**src/rtl/adaptive_optimizer_update_top_assert.svh**
```systemverilog
// ---------------------------------------------------------------------------
// adaptive optimizer update assertion macros
// clocked on clk, disabled while rst_n is low
// ---------------------------------------------------------------------------
`ifndef ADAPTIVE_OPTIMIZER_UPDATE_TOP_ASSERT_SVH
`define ADAPTIVE_OPTIMIZER_UPDATE_TOP_ASSERT_SVH
`ifndef ASSERT_OFF
`define AOU_ASSERT_IMPLIES(lbl, a, b, msg) \
    lbl: assert property (@(posedge clk) disable iff (!rst_n) (a) |-> (b)) else $error(msg);
`define AOU_ASSERT_NEXT(lbl, a, b, msg) \
    lbl: assert property (@(posedge clk) disable iff (!rst_n) (a) |=> (b)) else $error(msg);
`else
`define AOU_ASSERT_IMPLIES(lbl, a, b, msg)
`define AOU_ASSERT_NEXT(lbl, a, b, msg)
`endif
`endif

```
**src/rtl/aou_pkg.sv**
```systemverilog
// ---------------------------------------------------------------------------
// aou_pkg
// shared types, widths and helpers of the adaptive optimizer update
// ---------------------------------------------------------------------------
package aou_pkg;

    localparam int IDX_W      = 12;
    localparam int VAL_W      = 32;
    localparam int LR_W       = 24;
    localparam int DEC_W      = 16;
    localparam int FRAC_W     = 24;
    localparam int ENTRIES    = 4096;
    localparam int WIDE_W     = 58;
    localparam int FIFO_DEPTH = 8;
    localparam int PTR_W      = $clog2(FIFO_DEPTH);
    localparam int CNT_W      = PTR_W + 1;
    localparam int ROOT_W     = 28;
    localparam int RAD_W      = 2 * ROOT_W;
    localparam int NUM_W      = LR_W + VAL_W;
    localparam int CFG_IDX_W  = 2;
    localparam int CFG_DATA_W = 24;

    typedef enum logic [CFG_IDX_W-1:0] {
        REG_UPDATE_MODE   = 2'd0,
        REG_LEARNING_RATE = 2'd1,
        REG_FIRST_DECAY   = 2'd2,
        REG_SECOND_DECAY  = 2'd3
    } cfg_reg_t;

    localparam logic              RST_UPDATE_MODE   = 1'b1;
    localparam logic [LR_W-1:0]   RST_LEARNING_RATE = 24'd16777;
    localparam logic [DEC_W-1:0]  RST_FIRST_DECAY   = 16'd58982;
    localparam logic [DEC_W-1:0]  RST_SECOND_DECAY  = 16'd65470;

    localparam logic signed [VAL_W-1:0] VAL_MAX = 32'sh7fffffff;
    localparam logic signed [VAL_W-1:0] VAL_MIN = 32'sh80000000;

    typedef struct packed {
        logic             update_mode;
        logic [LR_W-1:0]  learning_rate;
        logic [DEC_W-1:0] first_decay;
        logic [DEC_W-1:0] second_decay;
    } cfg_t;

    // one word between front and back
    typedef struct packed {
        logic [IDX_W-1:0]        idx;
        logic signed [VAL_W-1:0] weight;
        logic                    adaptive;
        logic signed [VAL_W-1:0] moment;
        logic signed [VAL_W-1:0] sq_moment;
    } fe_item_t;

    function automatic logic signed [VAL_W-1:0] sat_val(input logic signed [WIDE_W-1:0] x);
        if ((&x[WIDE_W-1:VAL_W-1]) || ~(|x[WIDE_W-1:VAL_W-1]))
        begin
            return x[VAL_W-1:0];
        end
        else if (x[WIDE_W-1])
        begin
            return VAL_MIN;
        end
        else
        begin
            return VAL_MAX;
        end
    endfunction

endpackage

```
**src/rtl/aou_fifo.sv**
```systemverilog
// ---------------------------------------------------------------------------
// aou_fifo
// short word queue between the moment front end and the step back end
// ---------------------------------------------------------------------------
`include "adaptive_optimizer_update_top_assert.svh"

module aou_fifo (
    input  logic                  clk,
    input  logic                  rst_n,
    input  logic                  push,
    input  aou_pkg::fe_item_t     push_item,
    input  logic                  pop,
    output aou_pkg::fe_item_t     pop_item,
    output logic                  empty,
    output logic [aou_pkg::CNT_W-1:0] count
);

    aou_pkg::fe_item_t                 slot_reg [aou_pkg::FIFO_DEPTH];
    logic [aou_pkg::PTR_W-1:0]         wr_ptr_reg, wr_ptr_next;
    logic [aou_pkg::PTR_W-1:0]         rd_ptr_reg, rd_ptr_next;
    logic [aou_pkg::CNT_W-1:0]         count_reg, count_next;

    always_comb
    begin
        wr_ptr_next = push ? wr_ptr_reg + aou_pkg::PTR_W'(1) : wr_ptr_reg;
        rd_ptr_next = pop  ? rd_ptr_reg + aou_pkg::PTR_W'(1) : rd_ptr_reg;
        count_next  = count_reg + aou_pkg::CNT_W'(push) - aou_pkg::CNT_W'(pop);
    end

    always_ff @(posedge clk or negedge rst_n)
    begin
        if (!rst_n)
        begin
            wr_ptr_reg <= '0;
            rd_ptr_reg <= '0;
            count_reg  <= '0;
        end
        else
        begin
            wr_ptr_reg <= wr_ptr_next;
            rd_ptr_reg <= rd_ptr_next;
            count_reg  <= count_next;
        end
    end

    always_ff @(posedge clk)
    begin
        if (push)
        begin
            slot_reg[wr_ptr_reg] <= push_item;
        end
    end

    assign pop_item = slot_reg[rd_ptr_reg];
    assign empty    = (count_reg == '0);
    assign count    = count_reg;

    `AOU_ASSERT_IMPLIES(a_fifo_no_overflow, push && !pop, count_reg != aou_pkg::CNT_W'(aou_pkg::FIFO_DEPTH), "queue overflow")
    `AOU_ASSERT_IMPLIES(a_fifo_no_underflow, pop, count_reg != '0, "queue underflow")

endmodule

```
**config.mk**
```make
export PLATFORM = sky130hd
export DESIGN_NAME = aou_fifo
export DESIGN_NICKNAME = d
export VERILOG_FILES = /design/src/rtl/aou_pkg.sv /design/src/rtl/aou_fifo.sv
export VERILOG_INCLUDE_DIRS = /design/src /design/src/rtl
export SDC_FILE = /design/constraint.sdc
export NUM_CORES = 1
export LEC_CHECK = 0
export BUFFER_PORTS_ARGS = -buffer_cell sky130_fd_sc_hd__buf_2
export CAP_MARGIN = 20
export CORE_ASPECT_RATIO = 1.25
export CORE_MARGIN = 3
export CORE_UTILIZATION = 54
export DETAILED_ROUTE_END_ITERATION = 10
export PLACE_DENSITY = 0.75
export SLEW_MARGIN = 20
export SYNTH_ARGS = -nofsm -noshare
export SYNTH_HDL_FRONTEND = slang
export SYNTH_SLANG_ARGS = --single-unit
```
**constraint.sdc**
```tcl
create_clock -name clk -period 9.1 [get_ports clk]
set_input_delay 0.91 -clock clk [delete_from_list [all_inputs] [get_ports clk]]
set_output_delay 0.91 -clock clk [all_outputs]
set_load 0.03 [all_outputs]
```
==> impl_results.md, run 1 <==
* Top cells by area, synth: sky130_fd_sc_hd__edfxtp_1, sky130_fd_sc_hd__mux4_2, sky130_fd_sc_hd__mux2_2, sky130_fd_sc_hd__mux4_1, sky130_fd_sc_hd__buf_12
* DRC violation count after routing at 0
* Register cell area after layout at between 20000 and 30000 um^2
* Footprint of the multi-input gates at around 6600 um^2
* Outcome: finished, final reports clean
* Measured slew at the worst slew-check pin at about 1100 ps
* Fraction of layout cells with a size suffix above 1 at between 30% and 40%
* Final critical delay including setup and external delays at about 4500 ps
* Final cycle utilization of the critical path at ~49%
* Total congestion overflow after global routing at 0
* Hold Crit Class: in -> async
* Largest fanout on the critical path at 50
* 1st-iter DRT viols at 1088
* Net count reported at finish at ~1700
* Nets in the synthesized netlist at roughly 1400
* Data arrival time of the worst path at roughly 3600 ps
* Number of iterations in the first detailed-routing pass at 5
* Via density per instance at around 5.8
* Data required time of the worst path at roughly 8000 ps
* Flops & latches, synth at 882
* Antenna violations before repair at 16
* Average detailed-routed wire length per instance at roughly 26 um
* Number of cells upsized or downsized after cts at 0
* Number of clock buffers inserted by TritonCTS at between 80 and 90
* Area fraction in compound gates after synthesis at less than 1%
* Number of global-route vias before repair at 15554
* Synthesized-area fraction occupied by xor and xnor cells at less than 1%
* Synth unique cells at 24
* Unrepaired setup endpoints after global routing: false
* Width of the die at ~230 um
* Combinational family with the most area after synthesis: multiplexers
* Ratio of total power to cell area at around 340 nW/um^2
* Sequential share of the synthesized area at 78.6%
* Fraction of synthesized cell area taken by the top area cell type at 77.8%
* Synthesized-area fraction occupied by adder cells at 0.320%
* Setup skew after layout at roughly 13 ps
* H-tree levels at 3
* Sum of net half-perimeters after detailed placement at 34.5 mm
* Site Rows at between 100 and 150
* Die Footprint at 65400 um^2
* Max-cap viol count at 0
* Filler Cells Inserted at 4146
* Core box area at between 60000 and 70000 um^2
* Hold buffer count at CTS at 0
* Quantity of I/O buffers inserted on ports at 226
* Worst-case clock buffer depth at 3
* Highest clock frequency the design can meet at 223 MHz
* Path type of the worst setup path: reg -> out
* Syn_area_per_cell at approximately 26 um^2
* Clock transition at the register clock pins on the worst setup and hold paths after CTS at 60 ps
* Num ports at 227
* Source of the critical timing path: rd_ptr_reg[1]
* Static Leakage at 12.5 nW
* Worst R2R End: slot_reg[6][64]
* Hold_ws at 157 ps
* Setup TNS at 0 ps
* Worst slack at placement at about 5000 ps
* Cell Area, Placed at around 35000 um^2
* Worst IR Drop VDD at approximately 0.27 mV
* Cell type with the largest total area after synthesis: sky130_fd_sc_hd__edfxtp_1
* Max_slew headroom at 29.7%
* Post-CTS Setup Bufs at 0
* Number of nets with antenna violations after routing at 0
* Min setup slack post-route at between 4000 and 5000 ps
* Global-route wire length before repair at just under 100 mm
* Total GRT Usage at between 10% and 20%
* Routability cong. at 0.703
* Nature of the critical path startpoint: flop
* Synthesized-area fraction occupied by and/or/nand/nor cells at less than 1%
* Setup violators final at 0
* Yosys Warn Count at 0
* Initial Util at between 50% and 60%
* Layout area overhead at 13.4%
* Fraction of synthesized area in multiplexers at about a fifth
* Buffer type at the clock tree root: sky130_fd_sc_hd__clkbuf_16
* Detailed Route WL at roughly 64 mm
* Clock tree from TritonCTS: yes
* Number of cell instances on the worst register-to-register path at 3
* Max reg flops at 872
* Cell area after layout at between 30000 and 40000 um^2
* Slew Viols, Final at 0
* Cell count after synthesis at roughly 1300
* Crit path capture type: primary output
* Final Hold Violating Endpoints at 0
* Cell area after synthesis at ~34000 um^2
* FF-to-FF setup slack at roughly 6400 ps
* Clk sinks at approximately 880
* Pin count of the biggest net entering global routing at roughly 100
* Later-pin clock latency in the skew report at approximately 620 ps
* Y dimension of the die at around 290 um
* Critical register-to-register path startpoint: wr_ptr_reg[0]
* End point of the critical path: pop_item[14]
* Total via count after detailed routing at ~15000
[kinds of logic after synthesis]
| group | Yosys count |
|---|---|
| compound gates | 2 |
| xor+xnor | 6 |
| fa+ha+maj | 8 |
| buf+inv | 69 |
| flops | 882 |
| mux | 329 |
| simple gates | 16 |
[per-layer routing]
metal	track usage, %	part of all wire [%]	up-vias
li1	-	-	6231
met1	26.8	41	7757
met2	32.7	50	421
met3	3.85	5.7	106
met4	6.87	2.6	4
met5	0	0.043	-
[through the flow]
stage	std cells	total power, mW	util [%]
6_report	2488	12.9	62.4
5_1_grt	2479	13.4	62.3
4_1_cts	2472	13.0	62.3
3_5_place_dp	2326	9.71	58.0
3_3_place_gp	2326	9.63	58.0
2_1_floorplan	1312	8.74	-
[report_power, final]
group	leakage [nW]	internal [mW]	switching, mW
logic	3.21	1.72	2.49
clock network	1.27	1.90	1.41
registers	8.04	5.11	0.223
total	12.5	8.73	4.13
[area by class of cell]
class	count	area share [%]
Antenna cell	15	0.0984
Clock buffer	107	5.74
Clock inverter	39	1.07
Inverter	8	0.0787
Multi-Input combinational cell	361	17.4
Sequential cell	882	69.3
Tap cell	824	2.70
Timing Repair Buffer	252	3.60
[cell usage after synthesis]
cell type and n:
sky130_fd_sc_hd__dfrtp_1 10, sky130_fd_sc_hd__a21o_1 1, sky130_fd_sc_hd__clkbuf_8 4, sky130_fd_sc_hd__buf_1 16, sky130_fd_sc_hd__xor2_1 3, sky130_fd_sc_hd__mux4_2 173, sky130_fd_sc_hd__clkbuf_1 13, sky130_fd_sc_hd__fa_1 1
sky130_fd_sc_hd__buf_6 8, sky130_fd_sc_hd__buf_8 4, sky130_fd_sc_hd__buf_2 2, sky130_fd_sc_hd__and3_1 1, sky130_fd_sc_hd__buf_12 14, sky130_fd_sc_hd__nor3_1 2, sky130_fd_sc_hd__nand2b_1 3, sky130_fd_sc_hd__mux2_2 111
sky130_fd_sc_hd__ha_1 7, sky130_fd_sc_hd__nor2_1 6, sky130_fd_sc_hd__inv_1 8, sky130_fd_sc_hd__edfxtp_1 872, sky130_fd_sc_hd__a21oi_1 1, sky130_fd_sc_hd__mux4_1 45, sky130_fd_sc_hd__nand2_1 4, sky130_fd_sc_hd__xnor2_1 3
[critical path, stage by stage (launching register included)]
cell and delay [ps]:
sky130_fd_sc_hd__dfrtp_4 720, sky130_fd_sc_hd__buf_4 640, sky130_fd_sc_hd__buf_4 760, sky130_fd_sc_hd__mux2_2 460, sky130_fd_sc_hd__buf_2 190
[worst min path at each step]
| stage | start | to | slack (ps) |
|---|---|---|---|
| 3_5_place_dp | wr_ptr_reg[1] | wr_ptr_reg[1] | 540 |
| 5_1_grt | rst_n | wr_ptr_reg[2] | 140 |
| 6_report | rst_n | count[1] | 160 |
| 2_1_floorplan | wr_ptr_reg[2] | wr_ptr_reg[2] | 520 |
| 4_1_cts | rst_n | wr_ptr_reg[2] | 130 |
| 3_3_place_gp | wr_ptr_reg[1] | wr_ptr_reg[1] | 540 |
[layout by cell type, fill, tap and decap left out, drive strengths merged]
cell type	synthesis	final
nor3	2	2
mux2	111	111
buf	44	252
mux4	218	218
a21o	1	1
bufinv	0	7
edfxtp	872	872
nand2b	3	3
nor2	6	6
nand2	4	4
dfrtp	10	10
a21oi	1	1
inv	8	10
xnor2	3	3
clkbuf	17	107
xor2	3	3
ha	7	7
diode	0	15
clkinvlp	0	1
and3	1	1
clkinv	0	29
fa	1	1
Power figures use the tool's default switching activity.
==> inputs of run 2 (changes only) <==
- ABC_AREA: not set -> 1
- CORE_UTILIZATION: 54 -> 55
- PLACE_DENSITY: 0.75 -> 0.76
- clock period: 9.1 -> 3.74 ns (I/O delays scaled with it)
==> impl_results.md, run 2 <==
* Outcome: finished, final reports clean
* CP max stage cell: sky130_fd_sc_hd__dfrtp_4
* Int Pwr at 20.2 mW (+130%)
* Hold depth at 1
* Number of cell instances on the worst register-to-register path at 3 (unchanged)
* Filler Cells Inserted at 5100 (+23%)
* Routability cong. at 0.772 (+9.8%)
* Max reg flops at 872 (unchanged)
* Cell area after synthesis at 38300 um^2 (+14%)
* Cell count after synthesis at 3832 (+190%)
* Min setup slack post-route at 657 ps (-3960 ps)
* Synthesized-area fraction occupied by xor and xnor cells at 0.114% (-0.042 points)
* Worst-case clock buffer depth at 3 (unchanged)
* Sequential share of the synthesized area at 68.9% (-9.6 points)
* Cell area after layout at 43800 um^2 (+15%)
* Cells along the critical path: buf_12 -> nand2_1 -> nand3_1 -> nand2_1 -> nand2_1 -> nand2_1 -> buf_2
* Buffer type at the clock tree root: sky130_fd_sc_hd__clkbuf_16
* Switching share of power at 40.1% (+8.0 points)
* Clock tree from TritonCTS: yes
* Detailed Route WL at 83.6 mm (+32%)
* Via density per instance at 5.00 (-14%)
* Data required time of the worst path at 3370 ps (-4820 ps)
* Crit path capture type: primary output
* Total via count after detailed routing at 25411 (+75%)
* Final cycle utilization of the critical path at about 82%
* Pin count of the biggest net entering global routing at 206 (+100%)
* Fraction of synthesized cell area taken by the top area cell type at 68.3% (-9.5 points)
* H-tree levels at 3 (unchanged)
* Slew Viols, Final at 0 (unchanged)
* Combinational cell fraction of total power at 39.1% (+6.3 points)
* Combinational family with the most area after synthesis: simple AND/OR/NAND/NOR gates
* Sum of net half-perimeters after detailed placement at 43.6 mm (+26%)
* Number of clock buffers inserted by TritonCTS at 85 (+3.7%)
* Layout area overhead at 14.2%
* Path type of the worst setup path: reg -> out
* Y dimension of the die at 301 um (+5.7%)
* Largest fanout on the critical path at 205 (+310%)
* Critical Path Most Common Cell: sky130_fd_sc_hd__nand2_1
* Post-CTS Setup Bufs at 0 (unchanged)
* DRC violation count after routing at 0 (unchanged)
* Initial Util at 55.9% (+0.94 points)
* Clock transition at the register clock pins on the worst setup and hold paths after CTS at 60 ps (about the same)
* Width of the die at 242 um (+5.6%)
* Most instantiated cells after synthesis: sky130_fd_sc_hd__nand2_1, sky130_fd_sc_hd__inv_1, sky130_fd_sc_hd__edfxtp_1
* Area fraction in compound gates after synthesis at 0.0392% (+0.0020 points)
* Setup skew after layout at 23.2 ps (+9.96 ps)
* Fraction of synthesized area in multiplexers at 0% (-19 points)
* Later-pin clock latency in the skew report at 620 ps (about the same)
* Num ports at 227 (unchanged)
* Leading cell type in the layout, fill and taps excluded: sky130_fd_sc_hd__nand2_1
* Highest-count cells in the layout ignoring fill and taps: sky130_fd_sc_hd__nand2_1, sky130_fd_sc_hd__inv_1, sky130_fd_sc_hd__edfxtp_1
* Fraction of layout cells with a size suffix above 1 at 9.69% (-30 points)
* Max-cap viol count at 0 (unchanged)
* Unrepaired setup endpoints after global routing: false
* FF-to-FF setup slack at 1530 ps (-4860 ps)
* Quantity of I/O buffers inserted on ports at 226 (unchanged)
* Synthesized-area fraction occupied by adder cells at 0.281% (-0.039 points)
* Top cells by area, synth: sky130_fd_sc_hd__edfxtp_1, sky130_fd_sc_hd__nand2_1, sky130_fd_sc_hd__inv_1, sky130_fd_sc_hd__nand3_1, sky130_fd_sc_hd__buf_2
* Yosys Warn Count at 0 (unchanged)
* Number of iterations in the first detailed-routing pass at 5 (unchanged)
* Cell Area, Placed at 40500 um^2 (+14%)
* Number of global-route vias before repair at 24496 (+57%)
* Most instantiated library cell after synthesis: sky130_fd_sc_hd__nand2_1
* Static Leakage at 20.3 nW (+62%)
* Total GRT Usage at 22.7% (+3.0 points)
* Top FF cell, synth: sky130_fd_sc_hd__edfxtp_1
* Data arrival time of the worst path at 2710 ps (-860 ps)
* Net count reported at finish at 4199 (+150%)
* Ratio of total power to cell area at 769 nW/um^2 (+130%)
* Cell type with the largest total area after synthesis: sky130_fd_sc_hd__edfxtp_1
* Global-route wire length before repair at 130 mm (+34%)
* Post-synth ARST share at 1.13% (unchanged)
* Max stage delay on crit path at 500 ps (-260 ps)
* Count of flip-flops with a built-in enable after synthesis at 872 (unchanged)
* Antenna violations before repair at 11 (-5)
* Number of nets with antenna violations after routing at 0 (unchanged)
* 1st-iter DRT viols at 2165 (+99%)
* Nature of the critical path startpoint: flop
* Setup violators final at 0 (unchanged)
* Clk sinks at 882 (unchanged)
* Highest clock frequency the design can meet at around 320 MHz
* Average detailed-routed wire length per instance at 16.4 um (-36%)
* Nets in the synthesized netlist at 3953 (+180%)
* Number of cells upsized or downsized after cts at 0 (unchanged)
* Sequential group share of total power at 36.3% (-5.2 points)
* Final critical delay including setup and external delays at slightly above 3000 ps
* Worst IR Drop VDD at 0.805 mV (+200%)
* Core box area at 68500 um^2 (+12%)
* Die Footprint at 72900 um^2 (+12%)
* Site Rows at 107 (+5.9%)
* Flops & latches, synth at 882 (unchanged)
* Synthesized-area fraction occupied by and/or/nand/nor cells at 19.8% (+20 points)
* Worst slack at placement at 1340 ps (-3680 ps)
* Net switching power at 13.5 mW (+230%)
* Measured slew at the worst slew-check pin at 1220 ps (+164 ps)
* Syn_area_per_cell at 10.0 um^2 (-61%)
* Synth unique cells at 19 (-21%)
* Hold Crit Class: in -> reg
* Total congestion overflow after global routing at 0 (unchanged)
* Max_slew headroom at 18.8% (-11 points)
* Final Hold Violating Endpoints at 0 (unchanged)
* Share of power burned in the clock network at 24.5% (-1.3 points)
## run 2: changes by cell type after synthesis, sizes merged, moves of 2 or more
| cell | delta |
|---|---|
| nand2 | +1426 |
| nor2 | +3 |
| mux4 | -218 |
| nand2b | -3 |
| xnor2 | -2 |
| clkbuf | +27 |
| buf | +80 |
| nand3 | +437 |
| mux2 | -111 |
| nor3 | -2 |
| inv | +881 |
| o21ai | +2 |
## run 2: cells by family (layout without fill, tap and decap cells)
family	count (synthesis)	after routing
compound gates	3	3
xor+xnor	5	5
flops	882	882
simple gates	1877	1877
buf+inv	1057	1373
other cells	0	12
fa+ha+maj	8	8
## run 2: cell type report
cell class	instances	area [um^2]	share of cell area, %
Sequential cell	882	26400	60.4
Clock inverter	51	433	0.988
Multi-Input combinational cell	1893	7820	17.9
Timing Repair Buffer	327	2300	5.26
Tap cell	926	1160	2.64
Inverter	889	3350	7.66
Clock buffer	106	2260	5.16
Antenna cell	12	30.0	0.0686
## run 2: metrics by stage
step | utilization, % | hold slack, ps | power, mW | std cells | TNS [ps]
after floorplan | - | 78.4 | 21.7 | 3832 | -124560
after global placement | 59.1 | 279 | 25.4 | 4857 | 0
after detailed placement | 59.1 | 278 | 25.6 | 4857 | 0
after CTS | 63.9 | 0.111 | 33.9 | 5074 | 0
after global routing | 63.9 | 13.3 | 35.6 | 5078 | 0
final | 63.9 | 29.2 | 33.7 | 5086 | 0
## run 2: routing by layer
layer  global-route usage, %  vias to the layer above  share of wire, %
li1                        -                    12392                 -
met1                    29.0                    11966                40
met2                    39.9                      896                50
met3                    3.79                      153               7.2
met4                    7.40                        4               2.5
met5                       0                        -             0.032
## run 2: worst max-delay path: cells and delay by family, from the launching register on
family,cells,cell delay (ps)
buffers and inverters,2,670
and+or+nand+nor,5,480
DFF,1,500
## run 2: worst paths after layout
kind | start | end
max | rd_ptr_reg[0] | pop_item[65]
min | push_item[23] | slot_reg[1][23]
max in group asynchronous | rst_n | rd_ptr_reg[0]
max reg2reg | wr_ptr_reg[0] | slot_reg[6][48]
min in group asynchronous | rst_n | wr_ptr_reg[0]
min reg2reg | wr_ptr_reg[0] | wr_ptr_reg[0]
## run 2: power by group through the flow
stage / Sequential (mW) / Clock (mW) / Combinational [mW]
final: 12.2 / 8.27 / 13.2
after floorplan: 12.5 / 0 / 9.23
after CTS: 12.2 / 8.39 / 13.3
after global routing: 12.3 / 8.83 / 14.5
after global placement: 12.4 / 0 / 13.0
after detailed placement: 12.4 / 0 / 13.2
## run 2: what timing repair did
item,in CTS,in global routing
hold buffers,60,0
endpoints found under the setup margin,0,0
hold endpoints to repair,431,0
==> inputs of run 3 (changes only) <==
- clock period: 3.74 -> 2.6 ns (I/O delays scaled with it)
==> impl_results.md, run 3 (synthesis gave the netlist of run 2 again) <==
* Via density per instance at 5.08 (+1.7%)
* Total congestion overflow after global routing at 0 (unchanged)
* Leading cell type in the layout, fill and taps excluded: sky130_fd_sc_hd__nand2_1
* Sequential group share of total power at 33.6% (-2.7 points)
* FF-to-FF setup slack at 820 ps (-710 ps)
* Detailed-routed wire length on met2 at 48.7 mm (+15%)
* Sum of net half-perimeters after detailed placement at 43.8 mm (+0.45%)
* Share of the core filled with cells at 67.0% (+3.1 points)
* Data required time of the worst path at 2340 ps (-1030 ps)
* Cells along the critical path: inv_12 -> clkbuf_16 -> clkbuf_16 -> nand2_1 -> nand3_1 -> nand2_1 -> nand2_1 -> nand2_1 -> buf_2
* Pin count of the biggest net entering global routing at 118 (-43%)
* Ratio of total power to cell area at 1140 nW/um^2 (+49%)
* Overall Power at 52.6 mW (+56%)
* Critical Path Most Common Cell: sky130_fd_sc_hd__nand2_1
* Setup TNS at 0 ps (unchanged)
* Final cycle utilization of the critical path at 97.9%
* Worst-case clock buffer depth at 3 (unchanged)
* Setup skew after layout at 15.3 ps (-7.93 ps)
* CP max stage cell: sky130_fd_sc_hd__dfrtp_4
* Routability cong. at 0.757 (-2.0%)
* Filler Cells Inserted at 4791 (-6.1%)
* Slew Viols, Final at 0 (unchanged)
* DRC violation count after routing at 0 (unchanged)
* Min setup slack post-route at 53.4 ps (-604 ps)
* Number of iterations in the first detailed-routing pass at 6 (+1)
* Combinational cell fraction of total power at 44.5% (+5.4 points)
* Net switching power at 21.1 mW (+56%)
* Global-route wire length before repair at 138 mm (+5.9%)
* Antenna violations before repair at 5 (-6)
* Clock transition at the register clock pins on the worst setup and hold paths after CTS at 60 ps (about the same)
* Static Leakage at 21.2 nW (+4.3%)
* Crit. path cell count at 9 (+2)
* Y dimension of the die at 301 um (unchanged)
* Worst slack at placement at 517 ps (-821 ps)
* Max_slew headroom at 43.9% (+25 points)
* Kind of cell adding the most delay to the critical path: buffers and inverters
* Number of cell instances on the worst register-to-register path at 3 (unchanged)
* Die Footprint at 72900 um^2 (unchanged)
* Worst IR Drop VDD at 1.08 mV (+34%)
* Initial Util at 55.9% (unchanged)
* Core box area at 68500 um^2 (unchanged)
* Number of buffer and inverter instances along the worst setup path at 4 (+2)
* Highest routed metal layer: met5
* Footprint of the multi-input gates at 7920 um^2 (+1.3%)
* Average detailed-routed wire length per instance at 18.3 um (+11%)
* Crit path capture type: primary output
* Critical register-to-register path startpoint: wr_ptr_reg[0]
* Clk sinks at 882 (unchanged)
* Final critical delay including setup and external delays at 2550 ps
* Switching share of power at 40.1% (about the same)
* Hold Crit Class: in -> reg
* 1st-iter DRT viols at 2428 (+12%)
* Max-cap viol count at 0 (unchanged)
* H-tree levels at 3 (unchanged)
* Net count reported at finish at 4305 (+2.5%)
* Final Hold Violating Endpoints at 0 (unchanged)
* Data arrival time of the worst path at 2290 ps (-420 ps)
* Buffer type at the clock tree root: sky130_fd_sc_hd__clkbuf_16
* Layout area overhead at 19.8%
* Highest-count cells in the layout ignoring fill and taps: sky130_fd_sc_hd__nand2_1, sky130_fd_sc_hd__inv_1, sky130_fd_sc_hd__edfxtp_1
* Detailed Route WL at 94.5 mm (+13%)
* Clock tree from TritonCTS: yes
* Unrepaired setup endpoints after global routing: true
* Source of the critical timing path: rd_ptr_reg[0]
* Highest clock frequency the design can meet at ~390 MHz
* Share of power burned in the clock network at 21.9% (-2.6 points)
* Path type of the worst setup path: reg -> out
* Int Pwr at 31.5 mW (+56%)
* Number of clock buffers inserted by TritonCTS at 84 (-1.2%)
* Register cell area after layout at 26400 um^2 (unchanged)
* Total via count after detailed routing at 26304 (+3.5%)
* Met3 wirelength from detailed routing at 7.50 mm (+25%)
* Max stage delay on crit path at 570 ps (+70 ps)
* Total GRT Usage at 24.4% (+1.7 points)
* End point of the critical path: pop_item[16]
* Nature of the critical path startpoint: flop
* Number of nets with antenna violations after routing at 0 (unchanged)
* Measured slew at the worst slew-check pin at 841 ps (-376 ps)
* Max reg flops at 872 (unchanged)
* Site Rows at 107 (unchanged)
* Later-pin clock latency in the skew report at 640 ps (+20 ps)
* Quantity of I/O buffers inserted on ports at 226 (unchanged)
* Routed length on met1 at 36.1 mm (+8.0%)
* Largest fanout on the critical path at 14 (-93%)
* Worst R2R End: slot_reg[7][103]
* Fraction of layout cells with a size suffix above 1 at 11.6% (+1.9 points)
* Width of the die at 242 um (unchanged)
* Outcome: finished, final reports clean
* Setup violators final at 0 (unchanged)
* Number of global-route vias before repair at 25554 (+4.3%)
* Num ports at 227 (unchanged)
==> run 3: layout make-up <==
| class | instances | share of cell area, % |
|---|---|---|
| sequential | 882 | 57.6 |
| antenna | 6 | 0.0327 |
| multi-input combinational | 1893 | 17.2 |
| timing repair inverter | 3 | 0.0790 |
| timing repair buffer | 431 | 9.62 |
| clock inverter | 47 | 0.792 |
| clock buffer | 100 | 4.80 |
| tap | 926 | 2.52 |
| inverter | 889 | 7.35 |
==> run 3: how the worst min path moves through the flow <==
stage	startpoint	end	cells past startpoint
3_5_place_dp	rst_n	count[3]	1
3_3_place_gp	rst_n	count[0]	1
2_1_floorplan	rst_n	count[0]	0
6_report	push	wr_ptr_reg[0]	4
4_1_cts	push	wr_ptr_reg[0]	4
5_1_grt	push	wr_ptr_reg[0]	4
==> run 3: per-layer routing <==
layer  global-route usage [%]  up-vias
met5                        0        -
met4                     8.56        2
met3                     4.22      172
met2                     44.1     1082
met1                     29.7    12446
li1                         -    12602
==> run 3: per-stage QoR <==
step | instances | hold slack [ps] | instance area (um^2)
after CTS | 5140 | 2.80 | 45000
after global routing | 5174 | 26.2 | 45900
after floorplan | 3832 | -35.6 | 38400
after global placement | 4863 | 175 | 40700
after detailed placement | 4863 | 173 | 40700
final | 5177 | 34.7 | 45900
==> run 3: repair_timing <==
| action | CTS | global route |
|---|---|---|
| cloned | 11 | 25 |
| pin swaps | 0 | 9 |
| hold endpoints to repair | 883 | 0 |
| setup buffers | 8 | 7 |
| setup endpoints to repair | 92 | 109 |
| hold buffers | 111 | 0 |
| gates resized for setup | 54 | 158 |
==> run 3: power groups by stage <==
| stage | logic, mW | registers (mW) | clock network (mW) |
|---|---|---|---|
| 2_1_floorplan | 13.3 | 17.9 | 0 |
| 3_3_place_gp | 19.0 | 17.9 | 0 |
| 3_5_place_dp | 19.3 | 17.9 | 0 |
| 4_1_cts | 20.9 | 17.6 | 11.6 |
| 5_1_grt | 25.2 | 17.7 | 12.3 |
| 6_report | 23.4 | 17.6 | 11.5 |
==> run 3: worst register-to-register path: stages, from the launching register on <==
cell and delay, ps:
sky130_fd_sc_hd__dfrtp_1 400, sky130_fd_sc_hd__nand2_1 260, sky130_fd_sc_hd__nor2_4 240, sky130_fd_sc_hd__buf_12 460
